`config.mk`:
```
export PLATFORM = sky130hd
export DESIGN_NAME = modular_exponentiation_unit
export DESIGN_NICKNAME = d
export VERILOG_FILES = /design/src/rtl/core/mexp_pkg.sv /design/src/rtl/core/mexp_modmul.sv /design/src/rtl/core/mexp_datapath.sv /design/src/rtl/core/mexp_ctrl.sv /design/src/rtl/core/modular_exponentiation_unit.sv
export SDC_FILE = /design/constraint.sdc
export NUM_CORES = 2
export LEC_CHECK = 0
export ABC_CLOCK_PERIOD_IN_PS = 26400
export CAP_MARGIN = 20
export CORE_MARGIN = 5
export CORE_UTILIZATION = 41
export CTS_CLUSTER_DIAMETER = 30
export DETAILED_ROUTE_END_ITERATION = 12
export DONT_BUFFER_PORTS = 1
export GPL_TIMING_DRIVEN = 1
export HOLD_SLACK_MARGIN = 0.02
export PLACE_DENSITY_LB_ADDON = 0.3
export SETUP_SLACK_MARGIN = 0.02
export SLEW_MARGIN = 15
export SYNTH_ARGS = -nofsm -noshare
export SYNTH_HDL_FRONTEND = slang
export SYNTH_SLANG_ARGS = --single-unit
```
`constraint.sdc`:
```
create_clock -name clk_i -period 26.4 [get_ports clk_i]
set_input_delay 2.64 -clock clk_i [delete_from_list [all_inputs] [get_ports clk_i]]
set_output_delay 2.64 -clock clk_i [all_outputs]
set_load 0.02 [all_outputs]
```
`src/rtl/core/mexp_pkg.sv`:
```
// ----------------------------------------------------------------------------
// Modular exponentiation package
// Shared widths, the prime modulus, the Barrett constant and the
// controller-to-datapath command and status types.
// ----------------------------------------------------------------------------
`default_nettype none

package mexp_pkg;

  localparam int unsigned BaseW  = 30;
  localparam int unsigned ExpW   = 63;
  localparam int unsigned InTdW  = 96;
  localparam int unsigned OutTdW = 32;

  localparam logic [BaseW-1:0] Modulus = 30'd1000000007;

  // Barrett reciprocal floor(2^60 / modulus), worked out at elaboration.
  localparam logic [63:0] MuWide    = 64'h1000_0000_0000_0000 / 64'd1000000007;
  localparam logic [30:0] BarrettMu = MuWide[30:0];

  // Destination register of a product leaving the multiplier.
  typedef enum logic {
    TAG_ACC = 1'b0,
    TAG_SQ  = 1'b1
  } tag_e;

  typedef struct packed {
    logic load;       // capture a new word and set up acc and sq
    logic issue_mul;  // start acc * sq
    logic issue_sqr;  // start sq * sq
    logic shift;      // drop the lowest exponent bit
    logic out_load;   // copy acc into the result register
  } cmd_t;

  typedef struct packed {
    logic exp_zero;
    logic exp_bit0;
    logic busy;       // products still in flight
  } status_t;

endpackage

`default_nettype wire

```
`src/rtl/core/mexp_modmul.sv`:
```
// ----------------------------------------------------------------------------
// Pipelined modular multiplier
// Five-stage Barrett multiplier: product, reciprocal estimate, quotient times
// modulus, remainder, and two correction subtractions.
// ----------------------------------------------------------------------------
`default_nettype none

module mexp_modmul
  import mexp_pkg::*;
(
  input  wire logic             clk_i,
  input  wire logic             rst_ni,
  input  wire logic             in_valid_i,
  input  wire tag_e             in_tag_i,
  input  wire logic [BaseW-1:0] a_i,
  input  wire logic [BaseW-1:0] b_i,
  output logic                  out_valid_o,
  output tag_e                  out_tag_o,
  output logic [BaseW-1:0]      out_res_o,
  output logic                  busy_o
);

  logic [4:0] v_q;
  tag_e       tag1_q, tag2_q, tag3_q, tag4_q, tag5_q;

  logic [59:0] x1_q;
  logic [61:0] t2_q;
  logic [31:0] xlo2_q, xlo3_q;
  logic [31:0] qp3_q;
  logic [31:0] r4_q, r5_q;

  logic [59:0] x1_d;
  logic [61:0] t2_d;
  logic [30:0] q3;
  logic [60:0] qp_full;
  logic [31:0] r4_d, r5_d;
  logic [31:0] mod32;
  logic [31:0] r_fix;

  assign mod32   = {2'b00, Modulus};
  assign x1_d    = a_i * b_i;
  assign t2_d    = x1_q[59:29] * BarrettMu;
  assign q3      = t2_q[61:31];
  assign qp_full = q3 * Modulus;
  // The true remainder is below three times the modulus, so 32 bits hold it.
  assign r4_d    = xlo3_q - qp3_q;
  assign r5_d    = (r4_q >= mod32) ? (r4_q - mod32) : r4_q;
  assign r_fix   = (r5_q >= mod32) ? (r5_q - mod32) : r5_q;

  always_ff @(posedge clk_i or negedge rst_ni) begin
    if (!rst_ni) begin
      v_q <= '0;
    end else begin
      v_q <= {v_q[3:0], in_valid_i};
    end
  end

  always_ff @(posedge clk_i) begin
    x1_q   <= x1_d;
    tag1_q <= in_tag_i;
    t2_q   <= t2_d;
    xlo2_q <= x1_q[31:0];
    tag2_q <= tag1_q;
    qp3_q  <= qp_full[31:0];
    xlo3_q <= xlo2_q;
    tag3_q <= tag2_q;
    r4_q   <= r4_d;
    tag4_q <= tag3_q;
    r5_q   <= r5_d;
    tag5_q <= tag4_q;
  end

  assign out_valid_o = v_q[4];
  assign out_tag_o   = tag5_q;
  assign out_res_o   = r_fix[BaseW-1:0];
  assign busy_o      = |v_q;

`ifndef ASSERT_OFF
  a_res_reduced: assert property (@(posedge clk_i) disable iff (!rst_ni)
    out_valid_o |-> (r_fix < mod32))
    else $error("modmul result not reduced");

  a_r5_below_two: assert property (@(posedge clk_i) disable iff (!rst_ni)
    v_q[4] |-> (r5_q < {mod32[30:0], 1'b0}))
    else $error("modmul remainder exceeds two moduli");
`endif

endmodule

`default_nettype wire

```
`src/rtl/core/mexp_datapath.sv`:
```
// ----------------------------------------------------------------------------
// Modular exponentiation datapath
// Holds the running result, the current power, the exponent and the result
// word, and feeds the shared modular multiplier.
// ----------------------------------------------------------------------------
`default_nettype none

module mexp_datapath
  import mexp_pkg::*;
(
  input  wire logic             clk_i,
  input  wire logic             rst_ni,
  input  wire cmd_t             cmd_i,
  output status_t               status_o,
  input  wire logic [BaseW-1:0] base_i,
  input  wire logic [ExpW-1:0]  exponent_i,
  output logic [BaseW-1:0]      result_o
);

  logic [BaseW-1:0] acc_q, acc_d;
  logic [BaseW-1:0] sq_q, sq_d;
  logic [ExpW-1:0]  exp_q, exp_d;
  logic [BaseW-1:0] res_q, res_d;

  logic             mm_in_valid;
  tag_e             mm_in_tag;
  logic [BaseW-1:0] mm_a;
  logic             mm_out_valid;
  tag_e             mm_out_tag;
  logic [BaseW-1:0] mm_out_res;
  logic             mm_busy;
  logic [BaseW-1:0] base_red;

  // 2^30 is below twice the modulus, so one subtraction reduces the base.
  assign base_red = (base_i >= Modulus) ? (base_i - Modulus) : base_i;

  assign mm_in_valid = cmd_i.issue_mul | cmd_i.issue_sqr;
  assign mm_in_tag   = cmd_i.issue_mul ? TAG_ACC : TAG_SQ;
  assign mm_a        = cmd_i.issue_mul ? acc_q : sq_q;

  mexp_modmul u_modmul (
    .clk_i       (clk_i),
    .rst_ni      (rst_ni),
    .in_valid_i  (mm_in_valid),
    .in_tag_i    (mm_in_tag),
    .a_i         (mm_a),
    .b_i         (sq_q),
    .out_valid_o (mm_out_valid),
    .out_tag_o   (mm_out_tag),
    .out_res_o   (mm_out_res),
    .busy_o      (mm_busy)
  );

  always_comb begin
    acc_d = acc_q;
    sq_d  = sq_q;
    exp_d = exp_q;
    res_d = res_q;
    if (cmd_i.load) begin
      acc_d = BaseW'(1);
      sq_d  = base_red;
      exp_d = exponent_i;
    end else begin
      if (mm_out_valid && (mm_out_tag == TAG_ACC)) begin
        acc_d = mm_out_res;
      end
      if (mm_out_valid && (mm_out_tag == TAG_SQ)) begin
        sq_d = mm_out_res;
      end
      if (cmd_i.shift) begin
        exp_d = {1'b0, exp_q[ExpW-1:1]};
      end
    end
    if (cmd_i.out_load) begin
      res_d = acc_q;
    end
  end

  always_ff @(posedge clk_i) begin
    acc_q <= acc_d;
    sq_q  <= sq_d;
    exp_q <= exp_d;
    res_q <= res_d;
  end

  assign status_o.exp_zero = (exp_q == '0);
  assign status_o.exp_bit0 = exp_q[0];
  assign status_o.busy     = mm_busy;
  assign result_o          = res_q;

endmodule

`default_nettype wire

```
`src/rtl/core/mexp_ctrl.sv`:
```
// ----------------------------------------------------------------------------
// Modular exponentiation controller
// One-hot state machine that walks the exponent bits, squares every round,
// multiplies when the bit is set, and hands the result to the output register.
// ----------------------------------------------------------------------------
`default_nettype none

module mexp_ctrl
  import mexp_pkg::*;
(
  input  wire logic    clk_i,
  input  wire logic    rst_ni,
  input  wire logic    s_tvalid_i,
  output logic         s_tready_o,
  output logic         m_tvalid_o,
  input  wire logic    m_tready_i,
  output cmd_t         cmd_o,
  input  wire status_t status_i
);

  typedef enum logic [4:0] {
    S_IDLE = 5'b00001,
    S_TEST = 5'b00010,
    S_SQR  = 5'b00100,
    S_WAIT = 5'b01000,
    S_DONE = 5'b10000
  } state_e;

  state_e state_q, state_d;
  logic   out_valid_q, out_valid_d;

  always_comb begin
    state_d     = state_q;
    out_valid_d = out_valid_q & ~m_tready_i;
    cmd_o       = '0;
    s_tready_o  = 1'b0;
    unique case (state_q)
      S_IDLE: begin
        s_tready_o = 1'b1;
        if (s_tvalid_i) begin
          cmd_o.load = 1'b1;
          state_d    = S_TEST;
        end
      end
      S_TEST: begin
        if (status_i.exp_zero) begin
          state_d = S_DONE;
        end else if (status_i.exp_bit0) begin
          cmd_o.issue_mul = 1'b1;
          state_d         = S_SQR;
        end else begin
          cmd_o.issue_sqr = 1'b1;
          cmd_o.shift     = 1'b1;
          state_d         = S_WAIT;
        end
      end
      S_SQR: begin
        cmd_o.issue_sqr = 1'b1;
        cmd_o.shift     = 1'b1;
        state_d         = S_WAIT;
      end
      S_WAIT: begin
        if (!status_i.busy) begin
          state_d = S_TEST;
        end
      end
      S_DONE: begin
        if (!out_valid_q || m_tready_i) begin
          cmd_o.out_load = 1'b1;
          out_valid_d    = 1'b1;
          state_d        = S_IDLE;
        end
      end
      default: begin
        state_d = S_IDLE;
      end
    endcase
  end

  always_ff @(posedge clk_i or negedge rst_ni) begin
    if (!rst_ni) begin
      state_q     <= S_IDLE;
      out_valid_q <= 1'b0;
    end else begin
      state_q     <= state_d;
      out_valid_q <= out_valid_d;
    end
  end

  assign m_tvalid_o = out_valid_q;

`ifndef ASSERT_OFF
  a_idle_quiet: assert property (@(posedge clk_i) disable iff (!rst_ni)
    (state_q == S_IDLE) |-> !status_i.busy)
    else $error("multiplier busy while idle");

  a_no_overwrite: assert property (@(posedge clk_i) disable iff (!rst_ni)
    cmd_o.out_load |-> (!out_valid_q || m_tready_i))
    else $error("result word overwritten before it was taken");

  a_load_starts: assert property (@(posedge clk_i) disable iff (!rst_ni)
    (state_q == S_IDLE && s_tvalid_i) |=> (state_q == S_TEST))
    else $error("accepted word did not start a run");
`endif

endmodule

`default_nettype wire

```
`src/rtl/core/modular_exponentiation_unit.sv`:
```
// Operation: one round per exponent bit up to its highest set bit (the multiply
//   is skipped if the bit is clear), then a final test and the output register.
// Throughput: one word at a time; each round waits for the five-stage Barrett
//   multiplier to drain before the next exponent bit is tested.
// Reset: rst_ni is asynchronous and active low; it clears the state machine
//   and the pipeline valid bits. Data registers are not reset.
// ----------------------------------------------------------------------------
// Modular exponentiation unit
// Computes base to the power exponent modulo 1000000007 by right-to-left
// square-and-multiply on one shared pipelined modular multiplier.
// ----------------------------------------------------------------------------
`default_nettype none

module modular_exponentiation_unit
  import mexp_pkg::*;
(
  input  wire logic              clk_i,
  input  wire logic              rst_ni,
  input  wire logic              s_axis_tvalid_i,
  output logic                   s_axis_tready_o,
  input  wire logic [InTdW-1:0]  s_axis_tdata_i,   // [29:0] base, [92:30] exponent
  output logic                   m_axis_tvalid_o,
  input  wire logic              m_axis_tready_i,
  output logic [OutTdW-1:0]      m_axis_tdata_o    // [29:0] result
);

  cmd_t             cmd;
  status_t          status;
  logic [BaseW-1:0] result;

  mexp_ctrl u_ctrl (
    .clk_i      (clk_i),
    .rst_ni     (rst_ni),
    .s_tvalid_i (s_axis_tvalid_i),
    .s_tready_o (s_axis_tready_o),
    .m_tvalid_o (m_axis_tvalid_o),
    .m_tready_i (m_axis_tready_i),
    .cmd_o      (cmd),
    .status_i   (status)
  );

  mexp_datapath u_datapath (
    .clk_i      (clk_i),
    .rst_ni     (rst_ni),
    .cmd_i      (cmd),
    .status_o   (status),
    .base_i     (s_axis_tdata_i[BaseW-1:0]),
    .exponent_i (s_axis_tdata_i[BaseW+ExpW-1:BaseW]),
    .result_o   (result)
  );

  assign m_axis_tdata_o = {{(OutTdW-BaseW){1'b0}}, result};

endmodule

`default_nettype wire
```
==> results.txt <==
Setup TNS Final -> 0 ns
Max Fclk -> 94.0 MHz
min Tclk post-route -> 10.63 ns
Vias -> 44700
max cap viols -> 0
Via-to-Cell Ratio -> 5.13
Routed met2 length -> 82.1 mm
critical path peak fanout -> 63
Synth top area share -> 37.8%
#FFs+latches synth -> 420
area leader, netlist -> fa_1
Post-Synthesis Cells -> 6670
DP Area -> 67000 µm²
global-route usage over all layers -> 21.1%
Worst Max-Slew Pin Slew -> 1.01 ns
Netlist cell types -> 82
first-pass GRT wire length -> 276 mm
total iterations of the first detailed-routing run -> 5
Post-CTS Setup Repair Bufs -> 0
CP Data Arrival Time -> 11.14 ns
Worst path top cell family by delay -> adder cells
placer congestion estimate -> 0.905
Synth async-reset ratio -> 2.62%
critical path's most frequent cell -> fa_1
Core Area -> 157000 µm²
CTS Buf Count -> 77
slew margin rel. -> 32.4%
clk root buf -> clkbuf_16
initial antenna violation count -> 2
share of layout cells above drive strength 1 -> 3.76%
multi-input logic area -> 48600 µm²
filler instances -> 15000
top cells by area, synth -> fa_1 (38%), ha_1 (15%), dfxtp_1 (8.8%)
initial drt markers -> 3020
Residual DRC -> 0
Commonest cells post-synth -> inv_1 (1484), fa_1 (1224), ha_1 (796)
Hold Buf Count CTS -> 0
pin count of the biggest net entering global routing -> 90
post-cts gate resize count -> 0
post-layout util -> 44.6%
Avg Cell Area, Syn -> 9.71 µm²
total grt overflow -> 0
WL per Instance -> 19.5 µm
dpl hpwl -> 138 mm
Worst Path Buf+Inv -> 8
final wirelength -> 170 mm
final hold viol count -> 0
Reg area -> 9700 µm²
clock slew at reported path FFs -> 0.05 ns
Synth Flop Type -> dfxtp_1
floorplan die area -> 166000 µm²
H-Tree Depth -> 3
I/O Buffers -> 0
clock buffer depth -> 3
Final Slew Violations -> 0
most common cell in the netlist -> inv_1
clock latency at the later pin of the worst-skew pair -> 0.65 ns
fin crit share -> 40.3%
num rows -> 145
Hold Path Class -> reg2reg
Ports -> 134
Startpoint Class -> flip-flop
final setup fails -> 0
Initial Util -> 41.3%
EDFF count, synth -> 123
Syn-to-layout area delta -> 7.84%
Horiz. Die Dim -> 408 µm
max incr delay on CP -> 0.59 ns
unrepaired setup endpoints after global routing -> false
register area share after synthesis -> 15.0%
critical path's slowest cell -> nand2_1
highest metal used -> met4
area of the mapped netlist -> 64800 µm²
CTS sink count -> 420
die extent in y -> 408 µm
Yosys warnings -> 0
status -> finished, final reports clean
Clock Skew -> 0.0413 ns
DRT antenna net count -> 0
crit path kind -> reg2reg
met3 WL post-DR -> 9.99 mm
Design Area, Final -> 69900 µm²
Nets -> 8709
Metal-1 WL -> 73.5 mm
CTS tree -> yes
Crit. End Element -> flip-flop
vias in the first global route -> 48600
WP data required -> 26.91 ns
==> layout by cell type, fill, tap and decap left out, types with 7 or more instances in the layout <==
master / count
a211oi_1: 31
o211ai_1: 11
nand2b_1: 25
o31ai_1: 7
dfrtp_1: 10
nand3b_1: 7
and3_1: 18
xnor2_1: 175
nand3_1: 44
a31oi_1: 29
edfxtp_1: 123
nand2_1: 753
and2_1: 519
or3_1: 11
clkinvlp_4: 11
nor4_1: 20
ha_1: 796
bufinv_16: 10
a21oi_1: 173
o21a_1: 43
inv_1: 1484
mux2i_1: 8
o21bai_1: 17
fa_1: 1224
xor2_1: 74
clkbuf_16: 77
nor2_1: 147
nor3_1: 43
nor2b_1: 20
a21o_1: 75
inv_6: 12
o21ai_0: 120
nand4_1: 25
dfxtp_1: 286
buf_4: 75
==> metrics by stage <==
step	hold slack, ns	setup WS [ns]	std cells
finish	0.313	15.77	8714
global route	0.318	15.17	8711
CTS	0.316	15.83	8708
detailed placement	0.312	15.84	8565
global placement	0.310	16.00	8565
floorplan	0.310	17.62	6671
==> path summary, 6_finish.rpt <==
check / slack (ns) / start / to / cells past startpoint
setup reg to reg: 15.77 / u_ctrl.state_q[2] / u_datapath.u_modmul.x1_q[59] / 34
hold / removal: 0.31 / u_datapath.u_modmul.x1_q[9] / u_datapath.u_modmul.xlo2_q[9] / 0
setup / recovery: 15.77 / u_ctrl.state_q[2] / u_datapath.u_modmul.x1_q[59] / 34
max in group asynchronous: 24.55 / rst_ni / u_ctrl.state_q[0] / 0
min in group asynchronous: 1.71 / rst_ni / u_ctrl.state_q[2] / 0
hold reg to reg: 0.31 / u_datapath.u_modmul.x1_q[9] / u_datapath.u_modmul.xlo2_q[9] / 0
==> area by class of cell <==
| type | count | area share, % |
|---|---|---|
| multi-input cells | 4528 | 69.6 |
| clock buffers | 86 | 2.88 |
| repair buffers | 78 | 0.878 |
| well taps | 2058 | 3.69 |
| clock inverters | 57 | 1.07 |
| inverters | 1484 | 7.97 |
| diodes | 3 | 0.0107 |
| flip-flops and latches | 420 | 13.9 |
==> per-layer routing <==
metal	global-route usage (%)	up-vias
met2	35.9	1271
met1	28.1	22900
met4	5.89	0
met3	2.97	255
met5	0	-
li1	-	20200
==> flip-flops by register name, indices dropped and copies added, names as in the netlist, 31 cells and up <==
register	count
u_datapath.exp_q	63
u_datapath.u_modmul.qp3_q	32
u_datapath.u_modmul.r4_q	32
u_datapath.u_modmul.r5_q	32
u_datapath.u_modmul.t2_q	31
u_datapath.u_modmul.x1_q	60
u_datapath.u_modmul.xlo2_q	32
u_datapath.u_modmul.xlo3_q	32
==> logic make-up after synthesis <==
logic type               Yosys count  synth area share [%]
adder cells (fa/ha/maj)         2020                  53.2
buffers and inverters           1723                  10.0
AND/OR/NAND/NOR                 1664                  12.5
AO/OA/AOI/OAI                    585                  5.84
flip-flops                       420                  15.0
XOR/XNOR                         249                  3.37
multiplexers                       8                 0.124
other                              1               0.00579
Power is left out: the tool's default activity adds up to more than one toggle a clock period on the data nets, which glitch-free logic cannot reach.
